File: src/hdl/bfa_pkg.sv
// shared constants and command/status types for the bitmap fit allocator
package bfa_pkg;
  localparam int NumUnits = 256;
  localparam int UnitW = 8;
  localparam int LenW = 17;

  localparam logic [1:0] PolicyFirst = 2'd0;
  localparam logic [1:0] PolicyNext = 2'd1;
  localparam logic [1:0] PolicyBest = 2'd2;
  localparam logic [1:0] PolicyWorst = 2'd3;

  localparam logic OpAlloc = 1'b0;
  localparam logic OpFree = 1'b1;

  localparam logic RegFitPolicy = 1'b0;
  localparam logic RegUnitShift = 1'b1;

  localparam logic [3:0] UnitShiftReset = 4'd4;

  typedef struct packed {
    logic load;
    logic scan_step;
    logic mark_step;
  } bfa_cmd_t;

  typedef struct packed {
    logic clear_done;
    logic is_free;
    logic bad_len;
    logic scan_done;
    logic mark_done;
    logic found;
  } bfa_status_t;
endpackage

File: src/hdl/bfa_ctrl.sv
// controller state machine for the bitmap fit allocator
module bfa_ctrl (
  input  logic                clk,
  input  logic                rst,
  input  logic                in_valid,
  output logic                in_ready,
  output logic                out_valid,
  input  logic                out_ready,
  output bfa_pkg::bfa_cmd_t   cmd,
  input  bfa_pkg::bfa_status_t status
);
  localparam logic [2:0] StIdle = 3'd0;
  localparam logic [2:0] StDecide = 3'd1;
  localparam logic [2:0] StScan = 3'd2;
  localparam logic [2:0] StMark = 3'd3;
  localparam logic [2:0] StOut = 3'd4;

  logic [2:0] state, state_next;

  always_ff @(posedge clk) begin
    if (rst) state <= StIdle;
    else state <= state_next;
  end

  // no item is taken while the bitmap is still being cleared
  assign in_ready = (state == StIdle) && status.clear_done;
  assign out_valid = (state == StOut);

  always_comb begin
    state_next = state;
    cmd = '0;
    unique case (state)
      StIdle: begin
        if (in_valid && status.clear_done) begin
          cmd.load = 1'b1;
          state_next = StDecide;
        end
      end
      StDecide: begin
        if (status.is_free) state_next = StMark;
        else if (status.bad_len) state_next = StOut;
        else state_next = StScan;
      end
      StScan: begin
        cmd.scan_step = 1'b1;
        if (status.scan_done) begin
          if (status.found) state_next = StMark;
          else state_next = StOut;
        end
      end
      StMark: begin
        cmd.mark_step = 1'b1;
        if (status.mark_done) state_next = StOut;
      end
      StOut: begin
        if (out_ready) state_next = StIdle;
      end
      default: state_next = StIdle;
    endcase
  end
endmodule

File: src/hdl/bfa_datapath.sv
// bitmap, run scanner and marking logic for the bitmap fit allocator
module bfa_datapath (
  input  logic                 clk,
  input  logic                 rst,
  input  bfa_pkg::bfa_cmd_t    cmd,
  output bfa_pkg::bfa_status_t status,
  input  logic [1:0]           fit_policy,
  input  logic [3:0]           unit_shift,
  input  logic                 op,
  input  logic [15:0]          request_size,
  input  logic [7:0]           free_start,
  output logic                 ok,
  output logic [7:0]           alloc_start
);
  localparam int N = bfa_pkg::NumUnits;
  localparam int UW = bfa_pkg::UnitW;
  localparam int LW = bfa_pkg::LenW;
  localparam int CW = UW + 1;

  logic used_mem [N];
  logic rd_bit;
  logic [UW-1:0] roving;

  logic is_free;
  logic [1:0] policy;
  logic [LW-1:0] len;
  logic [UW-1:0] base;
  logic [CW-1:0] pos;
  logic [CW-1:0] run_len;
  logic [UW-1:0] run_head;
  logic found;
  logic [UW-1:0] pick;
  logic [CW-1:0] pick_size;
  logic [CW-1:0] mark_pos;
  logic [CW-1:0] mark_end;
  logic [CW-1:0] clr_pos;

  logic [LW-1:0] len_calc;
  logic [16:0] sum_calc;
  always_comb begin
    sum_calc = {1'b0, request_size} + ((17'd1 << unit_shift) - 17'd1);
    len_calc = sum_calc >> unit_shift;
  end

  // unit under scan: next fit walks from the roving pointer and wraps
  logic [UW-1:0] cur;
  logic cur_used;
  logic at_end;
  logic [CW-1:0] scan_last;
  logic [CW-1:0] pos_inc;
  logic [CW-1:0] run_len_inc;
  logic run_ok;
  assign cur = (policy == bfa_pkg::PolicyNext) ? base + pos[UW-1:0] : pos[UW-1:0];
  // the bit of cur comes from the registered read issued on load or on the previous scan step
  assign cur_used = rd_bit;
  // next fit goes on past the roving pointer so a run may start just below it
  assign scan_last = (policy == bfa_pkg::PolicyNext) ? CW'(N - 2) + len[CW-1:0]
                                                     : CW'(N - 1);
  assign at_end = (pos == scan_last);
  assign pos_inc = pos + CW'(1);
  // next fit: a run restarts on wrap to unit zero
  logic wrap_restart;
  assign wrap_restart = (policy == bfa_pkg::PolicyNext) && (cur == '0);
  assign run_len_inc = (wrap_restart ? CW'(0) : run_len) + CW'(1);
  assign run_ok = ({{(LW-CW){1'b0}}, run_len_inc} >= len);

  logic [UW-1:0] head_now;
  assign head_now = (wrap_restart || run_len == '0) ? cur : run_head;

  // best/worst evaluate a finished maximal run
  logic end_run;
  logic [CW-1:0] fin_size;
  logic [UW-1:0] fin_head;
  logic fin_take;
  always_comb begin
    end_run = 1'b0;
    fin_size = run_len;
    fin_head = run_head;
    if (cur_used) end_run = (run_len != '0);
    else if (at_end) begin
      end_run = 1'b1;
      fin_size = run_len_inc;
      fin_head = head_now;
    end
    fin_take = end_run && ({{(LW-CW){1'b0}}, fin_size} >= len) &&
               (!found || ((policy == bfa_pkg::PolicyWorst) ? fin_size > pick_size
                                                            : fin_size < pick_size));
  end

  logic first_hit;
  assign first_hit = !cur_used && run_ok &&
                     (policy == bfa_pkg::PolicyFirst || policy == bfa_pkg::PolicyNext);

  // bitmap port: one read and one write a cycle
  logic clearing;
  logic mem_re;
  logic [UW-1:0] mem_raddr;
  logic mem_we;
  logic [UW-1:0] mem_waddr;
  logic mem_wdata;
  assign clearing = !clr_pos[UW];
  assign mem_re = cmd.load || cmd.scan_step;
  assign mem_raddr = cmd.load ? ((fit_policy == bfa_pkg::PolicyNext) ? roving : '0)
                   : ((policy == bfa_pkg::PolicyNext) ? base + pos_inc[UW-1:0]
                                                      : pos_inc[UW-1:0]);
  assign mem_we = clearing || (cmd.mark_step && !status.mark_done);
  assign mem_waddr = clearing ? clr_pos[UW-1:0] : mark_pos[UW-1:0];
  assign mem_wdata = clearing ? 1'b0 : !is_free;

  always_comb begin
    status.clear_done = !clearing;
    status.is_free = is_free;
    status.bad_len = (len == '0) || (len > LW'(N));
    status.found = found || first_hit || fin_take;
    status.scan_done = first_hit || at_end;
    status.mark_done = (mark_pos >= mark_end);
  end

  // clearing pass after reset, one unit per cycle
  always_ff @(posedge clk) begin
    if (rst) clr_pos <= '0;
    else if (clearing) clr_pos <= clr_pos + CW'(1);
  end

  always_ff @(posedge clk) begin
    if (mem_we) used_mem[mem_waddr] <= mem_wdata;
    if (mem_re) rd_bit <= used_mem[mem_raddr];
  end

  always_ff @(posedge clk) begin
    if (rst) begin
      roving <= '0;
      found <= 1'b0;
    end else begin
      if (cmd.load) begin
        is_free <= op;
        policy <= fit_policy;
        len <= len_calc;
        base <= roving;
        pos <= '0;
        run_len <= '0;
        found <= 1'b0;
        pick_size <= '0;
        pick <= '0;
        ok <= op;
        alloc_start <= '0;
        mark_pos <= {1'b0, free_start};
        if (len_calc >= LW'(N) - LW'(free_start)) mark_end <= CW'(N);
        else mark_end <= CW'({1'b0, free_start}) + len_calc[CW-1:0];
      end
      if (cmd.scan_step) begin
        pos <= pos_inc;
        if (cur_used) run_len <= '0;
        else begin
          run_len <= run_len_inc;
          run_head <= head_now;
        end
        if (first_hit) begin
          found <= 1'b1;
          pick <= head_now;
        end else if (fin_take) begin
          found <= 1'b1;
          pick <= fin_head;
          pick_size <= fin_size;
        end
        if (status.scan_done && status.found) begin
          mark_pos <= {1'b0, first_hit ? head_now : (fin_take ? fin_head : pick)};
          mark_end <= CW'({1'b0, first_hit ? head_now : (fin_take ? fin_head : pick)})
                      + len[CW-1:0];
          ok <= 1'b1;
          alloc_start <= first_hit ? head_now : (fin_take ? fin_head : pick);
          if (policy == bfa_pkg::PolicyNext) roving <= head_now;
        end
      end
      if (cmd.mark_step && !status.mark_done) mark_pos <= mark_pos + CW'(1);
    end
  end
endmodule

File: src/hdl/bitmap_fit_allocator_unit.sv
// top level of the bitmap fit allocator
// channel  | handshake              | payload
// in       | in_valid / in_ready    | op, request_size, free_start
// out      | out_valid / out_ready  | ok, alloc_start
// cfg      | cfg_we                 | cfg_index, cfg_data
// an item is accepted, then decoded; an allocate of a valid length then walks the
// bitmap one unit per cycle, up to 256 units, next fit up to 255 plus the length
// as it comes round past the roving pointer; the run is then marked unit by unit,
// and a free marks its clipped run the same way
// reset clears the roving pointer; a clearing pass then frees every unit, in_ready low
// the result holds in an output register until taken; no new item meanwhile
module bitmap_fit_allocator_unit (
  input  logic        clk,
  input  logic        rst,
  input  logic        in_valid,
  output logic        in_ready,
  input  logic        op,
  input  logic [15:0] request_size,
  input  logic [7:0]  free_start,
  output logic        out_valid,
  input  logic        out_ready,
  output logic        ok,
  output logic [7:0]  alloc_start,
  input  logic        cfg_we,
  input  logic        cfg_index,
  input  logic [3:0]  cfg_data
);
  logic [1:0] fit_policy;
  logic [3:0] unit_shift;
  bfa_pkg::bfa_cmd_t cmd;
  bfa_pkg::bfa_status_t status;

  always_ff @(posedge clk) begin
    if (rst) begin
      fit_policy <= bfa_pkg::PolicyFirst;
      unit_shift <= bfa_pkg::UnitShiftReset;
    end else if (cfg_we) begin
      if (cfg_index == bfa_pkg::RegFitPolicy) fit_policy <= cfg_data[1:0];
      else unit_shift <= cfg_data;
    end
  end

  bfa_ctrl u_ctrl (
    .clk(clk), .rst(rst), .in_valid(in_valid), .in_ready(in_ready),
    .out_valid(out_valid), .out_ready(out_ready), .cmd(cmd), .status(status)
  );

  bfa_datapath u_dp (
    .clk(clk), .rst(rst), .cmd(cmd), .status(status),
    .fit_policy(fit_policy), .unit_shift(unit_shift),
    .op(op), .request_size(request_size), .free_start(free_start),
    .ok(ok), .alloc_start(alloc_start)
  );
endmodule
File: config.mk
export PLATFORM = sky130hd
export DESIGN_NAME = bitmap_fit_allocator_unit
export DESIGN_NICKNAME = d
export VERILOG_FILES = /design/src/hdl/bfa_pkg.sv /design/src/hdl/bfa_ctrl.sv /design/src/hdl/bfa_datapath.sv /design/src/hdl/bitmap_fit_allocator_unit.sv
export SDC_FILE = /design/constraint.sdc
export NUM_CORES = 1
export LEC_CHECK = 0
export BUFFER_PORTS_ARGS = -buffer_cell sky130_fd_sc_hd__buf_2
export CORE_ASPECT_RATIO = 1.2
export CORE_MARGIN = 2
export CORE_UTILIZATION = 30
export CTS_BUF_LIST = sky130_fd_sc_hd__clkbuf_4 sky130_fd_sc_hd__clkbuf_8
export DETAILED_ROUTE_END_ITERATION = 10
export GPL_TIMING_DRIVEN = 0
export PLACE_DENSITY = 0.48
export SYNTH_ARGS = -nofsm -noshare
export SYNTH_HDL_FRONTEND = slang
export SYNTH_SLANG_ARGS = --single-unit
File: constraint.sdc
create_clock -name clk -period 9.9 [get_ports clk]
set_input_delay 0.495 -clock clk [delete_from_list [all_inputs] [get_ports clk]]
set_output_delay 0.495 -clock clk [all_outputs]
set_load 0.005 [all_outputs]
==> out/metrics.yaml, run 1 <==
timing:
  setup_viol: 0
  skew_ns: 0.05524
  setup_ws_ns: 0.7317
  rsz0062_at_grt: "false"
  period_share_pct: 92.61
  timing.final.max_slew_violations: 0
  final_hold_viol_count: 0
  timing.fmax_mhz: 109.1
  min_period_ns: 9.168
  max-slew-margin-rel_pct: 6.198
  tightest_slew_ns: 1.407
clocking:
  htreeDepth: 3
  max-clock-path-buffers: 3
  cts_buffers: 71
  clk_pin_slew_worst_paths_ns: 0.06
  cts-root-buf: "clkbuf_8"
  clk_latency_ns: 0.68
  cts_tree: "yes"
  cts_num_sinks: 382
floorplan:
  die_area_mm2: 0.07924
  die_w_um: 257.3
  io_pins: 46
  initial_core_util_pct: 30.29
  die_h_um: 308.0
  rows: 111
  core-area_mm2: 0.07625
worst_setup_path:
  cp.arrival_ns: 9.61
  path_delay_family: "compound AO/OA/AOI/OAI gates"
  cp-end-kind: "flop"
  startpoint: "u_dp.pos[0]"
  reg2reg_from: "u_dp.pos[0]"
  critPathMaxFanout: 10
  worstPathRequired_ns: 10.34
  path_buf_inv: 2
  crit_type: "reg -> reg"
  cp-start-kind: "flop"
  critPathMaxStageDelay_ns: 0.57
  critPathSlowestCell: "nor3_2"
hold_path:
  hold_class: "in -> reg"
  min-delay-start: "cfg_data[2]"
place:
  placed_area_mm2: 0.02479
  gp_congestion: 0.9016
  portBuffers: 45
  dp_worst_setup_slack_ns: 0.1731
  dp_hpwl_um: 57090
grt:
  grt-ovfl-total: 0
  antenna_found_initial: 2
  track_usage_pct: 19.54
  grt_pass1_vias: 18921
  grt_max_degree: 55
  grt_pass1_wl_um: 117600
final_layout:
  seq_area_mm2: 0.01120
  fin_util_pct: 34.37
  fin_area_mm2: 0.02621
  layout.nets: 2683
  multi_input_area_mm2: 0.01093
  drive_above_1_share_pct: 10.85
  num-fill-cells: 7820
  areaGrowthSynthToFinish_pct: 13.46
logic_synthesis:
  synth_compound_area_share_pct: 11.95
  ys_ff_latch: 382
  synth_area_mm2: 0.02310
  synth_xor_area_share_pct: 2.925
  ys_async_sr_fraction_pct: 0
  yosysWarnings: 0
  syn-num-nets: 2555
  synth_simple_gate_area_share_pct: 20.62
  ys.flop_type: "edfxtp_1"
  synth_fa_ha_area_share_pct: 6.501
  synth_cell_types: 97
  synth_top_family_by_area: "simple AND/OR/NAND/NOR gates"
  seq_area_frac_synth_pct: 48.49
  syn_avg_cell_area_um2: 9.612
  synth_cells: 2403
  synthMuxAreaShare_pct: 5.098
  synth_edf_count: 355
power_and_ir_drop:
  p_leak_nw: 9.355
  p_int_mw: 2.737
  p_clk_share_pct: 41.5
  p_sw_share_pct: 27.05
  cellPowerDensity_mw_per_mm2: 143.2
  total_power_mw: 3.752
  combPwrFrac_pct: 11.2
  p_sw_mw: 1.015
  power.share.sequential_pct: 47.3
  ir_drop_mv: 0.07881
drt:
  drtAntennaViolNets: 0
  drt-initial-drc-count: 1507
  via_per_inst: 5.277
  drt_first_pass_iters: 6
  wl_um: 78140
  wl_per_cell_um: 21.72
  drc: 0
  via_count: 18986
status:
  outcome: "completed"
run:
  drv_cap: 0
## layout make-up
class | instances | area share, %
clock buffers | 98 | 4.550
repair buffers | 55 | 1.513
plain buffers | 135 | 2.311
clock inverters | 24 | 0.7496
diodes | 1 | 0.009549
multi-input cells | 1776 | 41.69
well taps | 1017 | 4.856
inverters | 110 | 1.576
flip-flops and latches | 382 | 42.74
## stage by stage
stage / hold WS [ns] / TNS [ns] / cells
final: 0.07372 / 0 / 3598
after global routing: 0.06159 / 0 / 3598
after CTS: 0.02825 / 0 / 3597
after detailed placement: 0.4355 / 0 / 3474
after global placement: 0.4337 / -1067.87 / 3465
after floorplan: 0.4217 / 0 / 2403
## state kept, by name, summed over array words and instances, names as in the netlist, 8 cells and up
signal,flops
u_dp.pick,8
u_dp.used_mem,256
u_dp.clr_pos,9
u_dp.alloc_start,8
u_dp.base,8
u_dp.mark_end,9
u_dp.pos,9
u_dp.pick_size,9
u_dp.run_len,9
u_dp.roving,8
u_dp.mark_pos,9
u_dp.len,17
u_dp.run_head,8
## cell usage in the layout (no fill, tap or decap), types with 9 or more instances in the layout
| master | count |
|---|---|
| o22ai_1 | 14 |
| and3_1 | 24 |
| clkbuf_8 | 75 |
| clkbuf_4 | 25 |
| xor2_1 | 25 |
| ha_1 | 112 |
| a21o_1 | 33 |
| dfxtp_1 | 27 |
| mux2i_1 | 76 |
| clkinv_2 | 9 |
| mux4_2 | 9 |
| nor2_1 | 386 |
| nor3_1 | 26 |
| nor4_1 | 10 |
| a211oi_1 | 16 |
| nand2b_1 | 18 |
| and2_1 | 15 |
| buf_2 | 75 |
| nand2_1 | 366 |
| nand3_1 | 133 |
| o21ai_0 | 49 |
| buf_1 | 18 |
| o31ai_1 | 12 |
| nand4_1 | 23 |
| edfxtp_1 | 355 |
| a31oi_1 | 25 |
| a21oi_1 | 119 |
| clkbuf_1 | 79 |
| o21a_1 | 15 |
| o211ai_1 | 13 |
| xnor2_1 | 49 |
| mux2_2 | 19 |
| inv_1 | 109 |
| nor2b_1 | 17 |
## synth_stat cells, drive strengths merged (25+ instances only)
library cell	count	area [µm²]
clkbuf	81	324.1
ha	112	1401
buf	54	281.5
nor3	28	156.4
nand3	133	665.6
xor2	25	219.0
o21ai	56	295.3
a21oi	124	646.9
dfxtp	27	540.5
a31oi	25	156.4
edfxtp	355	10660
nand2	367	1380
a21o	35	265.3
xnor2	49	429.2
mux2i	76	760.7
nor2	387	1453
inv	110	412.9
## cell families (layout without fill, tap and decap cells)
| group | count (synthesis) | in the layout |
|---|---|---|
| DFF | 382 | 382 |
| adders and majority gates | 117 | 117 |
| muxes | 104 | 104 |
| AOI/OAI and AO/OA | 405 | 405 |
| buffers and inverters | 245 | 422 |
| and+or+nand+nor | 1075 | 1075 |
| xor gates and xnor gates | 75 | 75 |
| other | 0 | 1 |
## worst min-delay path, stage by stage
cell and delay (ns):
buf_2 0.07, nand3_1 0.07, nand3_1 0.08
## timing repair
item / CTS / global route
endpoints found under the setup margin: 0 / 3
gates resized for setup: 0 / 2
endpoints found under the hold margin: 1 / 0
hold buffers: 1 / 0
buffers inserted: 0 / 0
## power groups by stage
stage / sequential (mW) / combinational (mW) / clock [mW]
5_1_grt: 1.77 / 0.462 / 1.66
4_1_cts: 1.77 / 0.417 / 1.60
3_5_place_dp: 1.81 / 0.415 / 0
3_3_place_gp: 1.81 / 0.409 / 0
6_report: 1.77 / 0.419 / 1.56
2_1_floorplan: 1.80 / 0.287 / 0
## per-layer routing
metal  wire length, µm  GRT usage (%)
met2             38900          34.81
met5                10              0
met4              3227          8.778
met1             31580          22.98
met3              4425          3.279
## path summary, 6_finish.rpt
| path | end | slack (ns) | depth (start not counted) |
|---|---|---|---|
| max reg2reg | u_dp.mark_end[8] | 0.73 | 36 |
| max | u_dp.mark_end[8] | 0.73 | 36 |
| min | unit_shift[2] | 0.07 | 3 |
| min reg2reg | u_dp.base[0] | 0.45 | 0 |
No activity file was read; power rests on OpenSTA's default activity.
==> inputs of run 2 (changes only) <==
==> constraint.sdc (replaced) <==
create_clock -name clk -period 9.9 [get_ports clk]
set_input_delay 2.475 -clock clk [delete_from_list [all_inputs] [get_ports clk]]
set_output_delay 2.475 -clock clk [all_outputs]
set_load 0.005 [all_outputs]
==> out/metrics.yaml, run 2 (synthesized netlist as in run 1, its figures left out) <==
power_and_ir_drop:
  total_power_mw: 3.754  # about the same
  p_clk_share_pct: 41.6  # about the same
  p_leak_nw: 9.351  # about the same
  p_sw_mw: 1.017  # +0.16%
  ir_drop_mv: 0.07939  # +0.73%
  p_sw_share_pct: 27.08  # +0.034 points
  power.share.sequential_pct: 47.3  # about the same
  p_int_mw: 2.737  # about the same
  combPwrFrac_pct: 11.1  # about the same
  cellPowerDensity_mw_per_mm2: 143.3  # about the same
place:
  portBuffers: 45  # unchanged
  dp_worst_setup_slack_ns: 0.1731  # unchanged
  gp_congestion: 0.9016  # unchanged
  dp_hpwl_um: 57090  # unchanged
timing:
  setup_viol: 0  # unchanged
  skew_ns: 0.05612  # +0.0008776 ns
  timing.fmax_mhz: 109.1  # about the same
  rsz0062_at_grt: "false"
  tightest_slew_ns: 1.384  # -0.02350 ns
  min_period_ns: 9.165  # -0.002902 ns
  timing.final.max_slew_violations: 0  # unchanged
  final_hold_viol_count: 0  # unchanged
  setup_ws_ns: 0.7346  # +0.002902 ns
  period_share_pct: 92.58  # about the same
  max-slew-margin-rel_pct: 7.765  # +1.6 points
drt:
  drtAntennaViolNets: 0  # unchanged
  drt-initial-drc-count: 1556  # +3.3%
  drt_first_pass_iters: 5  # -1
  via_count: 19020  # +0.18%
  via_per_inst: 5.288  # +0.21%
  wl_um: 78190  # about the same
  drc: 0  # unchanged
  wl_per_cell_um: 21.74  # about the same
final_layout:
  layout.nets: 2682  # -0.037%
  final_common_cell: "nor2_1"
  num-fill-cells: 7820  # unchanged
  largestRegisters: "u_dp.used_mem: 256 flops, u_dp.len: 17 flops"
  drive_above_1_share_pct: 10.86  # about the same
  final_cell_mix: "nor2_1, nand2_1, edfxtp_1, nand3_1, a21oi_1"
  largest_register_ffs: 256  # unchanged
  top_register: "u_dp.used_mem"
  areaGrowthSynthToFinish_pct: 13.42  # about the same
grt:
  grt-ovfl-total: 0  # unchanged
  grt_pass1_wl_um: 117600  # about the same
  track_usage_pct: 19.55  # about the same
  antenna_found_initial: 2  # unchanged
  grt_max_degree: 55  # unchanged
  grt_pass1_vias: 18927  # +0.032%
worst_setup_path:
  crit_type: "reg -> reg"
  cp-end-kind: "flop"
  cp.arrival_ns: 9.61  # about the same
  critPathMaxFanout: 10  # unchanged
  critPathMaxStageDelay_ns: 0.57  # about the same
  critPathSlowestCell: "nor3_2"
  worstPathRequired_ns: 10.34  # about the same
  cp-start-kind: "flop"
hold_path:
  hold_class: "reg -> reg"
floorplan:
  initial_core_util_pct: 30.29  # unchanged
  die_h_um: 308.0  # unchanged
  die_area_mm2: 0.07924  # unchanged
  io_pins: 46  # unchanged
  core-area_mm2: 0.07625  # unchanged
  die_w_um: 257.3  # unchanged
  rows: 111  # unchanged
clocking:
  post_cts_resized: 0  # unchanged
  cts-root-buf: "clkbuf_8"
  cts_buffers: 71  # unchanged
  htreeDepth: 3  # unchanged
  hold_buffers: 0  # -1
  clk_latency_ns: 0.68  # about the same
  clk_pin_slew_worst_paths_ns: 0.06  # about the same
  cts_num_sinks: 382  # unchanged
  post-cts-setup-buffer-count: 0  # unchanged
  max-clock-path-buffers: 3  # unchanged
  cts_tree: "yes"
status:
  outcome: "completed"
run:
  drv_cap: 0  # unchanged
==> run 2: cell types whose count changed in the layout (fill, tap and decap cells not counted), sizes merged <==
cell	change
dlygate4sd3	-1
==> run 2: critical path, delay by kind of cell (launching register included) <==
family / cells / cell delay (ns)
buffers and inverters: 2 / 0.17
adder cells (fa/ha/maj): 6 / 1.76
AND/OR/NAND/NOR: 9 / 2.66
AO/OA/AOI/OAI: 15 / 3.04
flip-flops: 1 / 0.43
multiplexers: 1 / 0.40
XOR/XNOR: 3 / 0.44
==> run 2: per-layer routing <==
layer	routed length (µm)	GRT usage [%]	vias to the layer above
met5	13	0	-
li1	-	-	8883
met1	31570	22.99	9341
met4	3324	8.778	2
met2	38810	34.81	611
met3	4471	3.279	183
==> run 2: path summary, 6_finish.rpt <==
path	start	end	slack (ns)	depth (start not counted)
worst max register to register	u_dp.pos[0]	u_dp.mark_end[8]	0.73	36
worst max-delay path	u_dp.pos[0]	u_dp.mark_end[8]	0.73	36
worst min-delay path	u_dp.roving[0]	u_dp.base[0]	0.46	0
worst min register to register	u_dp.roving[0]	u_dp.base[0]	0.46	0
==> run 2: layout make-up <==
class                           instances  area (µm²)  area share (%)
Timing Repair Buffer                   54       386.6           1.476
Tap cell                             1017        1272           4.857
Sequential cell                       382       11200           42.76
Antenna cell                            1       2.502        0.009552
Clock buffer                           98        1192           4.552
Inverter                              110       412.9           1.576
Clock inverter                         24       196.4          0.7499
Multi-Input combinational cell       1776       10930           41.71
Buffer                                135       605.6           2.312
==> run 2: power groups by stage <==
stage                     registers [mW]  logic, mW  clock network [mW]
after floorplan                     1.80      0.287                   0
after global placement              1.81      0.409                   0
after detailed placement            1.81      0.415                   0
after CTS                           1.77      0.417                1.60
after global routing                1.77      0.462                1.66
final                               1.77      0.418                1.56
==> run 2: through the flow <==
stage | hold slack (ns) | cells | utilization (%) | setup TNS, ns | instance area (µm²)
after floorplan | 0.4217 | 2403 | - | 0 | 23100
after global placement | 0.4337 | 3465 | 32.26 | -1067.87 | 24590
after detailed placement | 0.4355 | 3474 | 32.52 | 0 | 24790
after CTS | 0.4487 | 3596 | 34.34 | 0 | 26180
after global routing | 0.4832 | 3597 | 34.36 | 0 | 26200
final | 0.4550 | 3597 | 34.36 | 0 | 26200
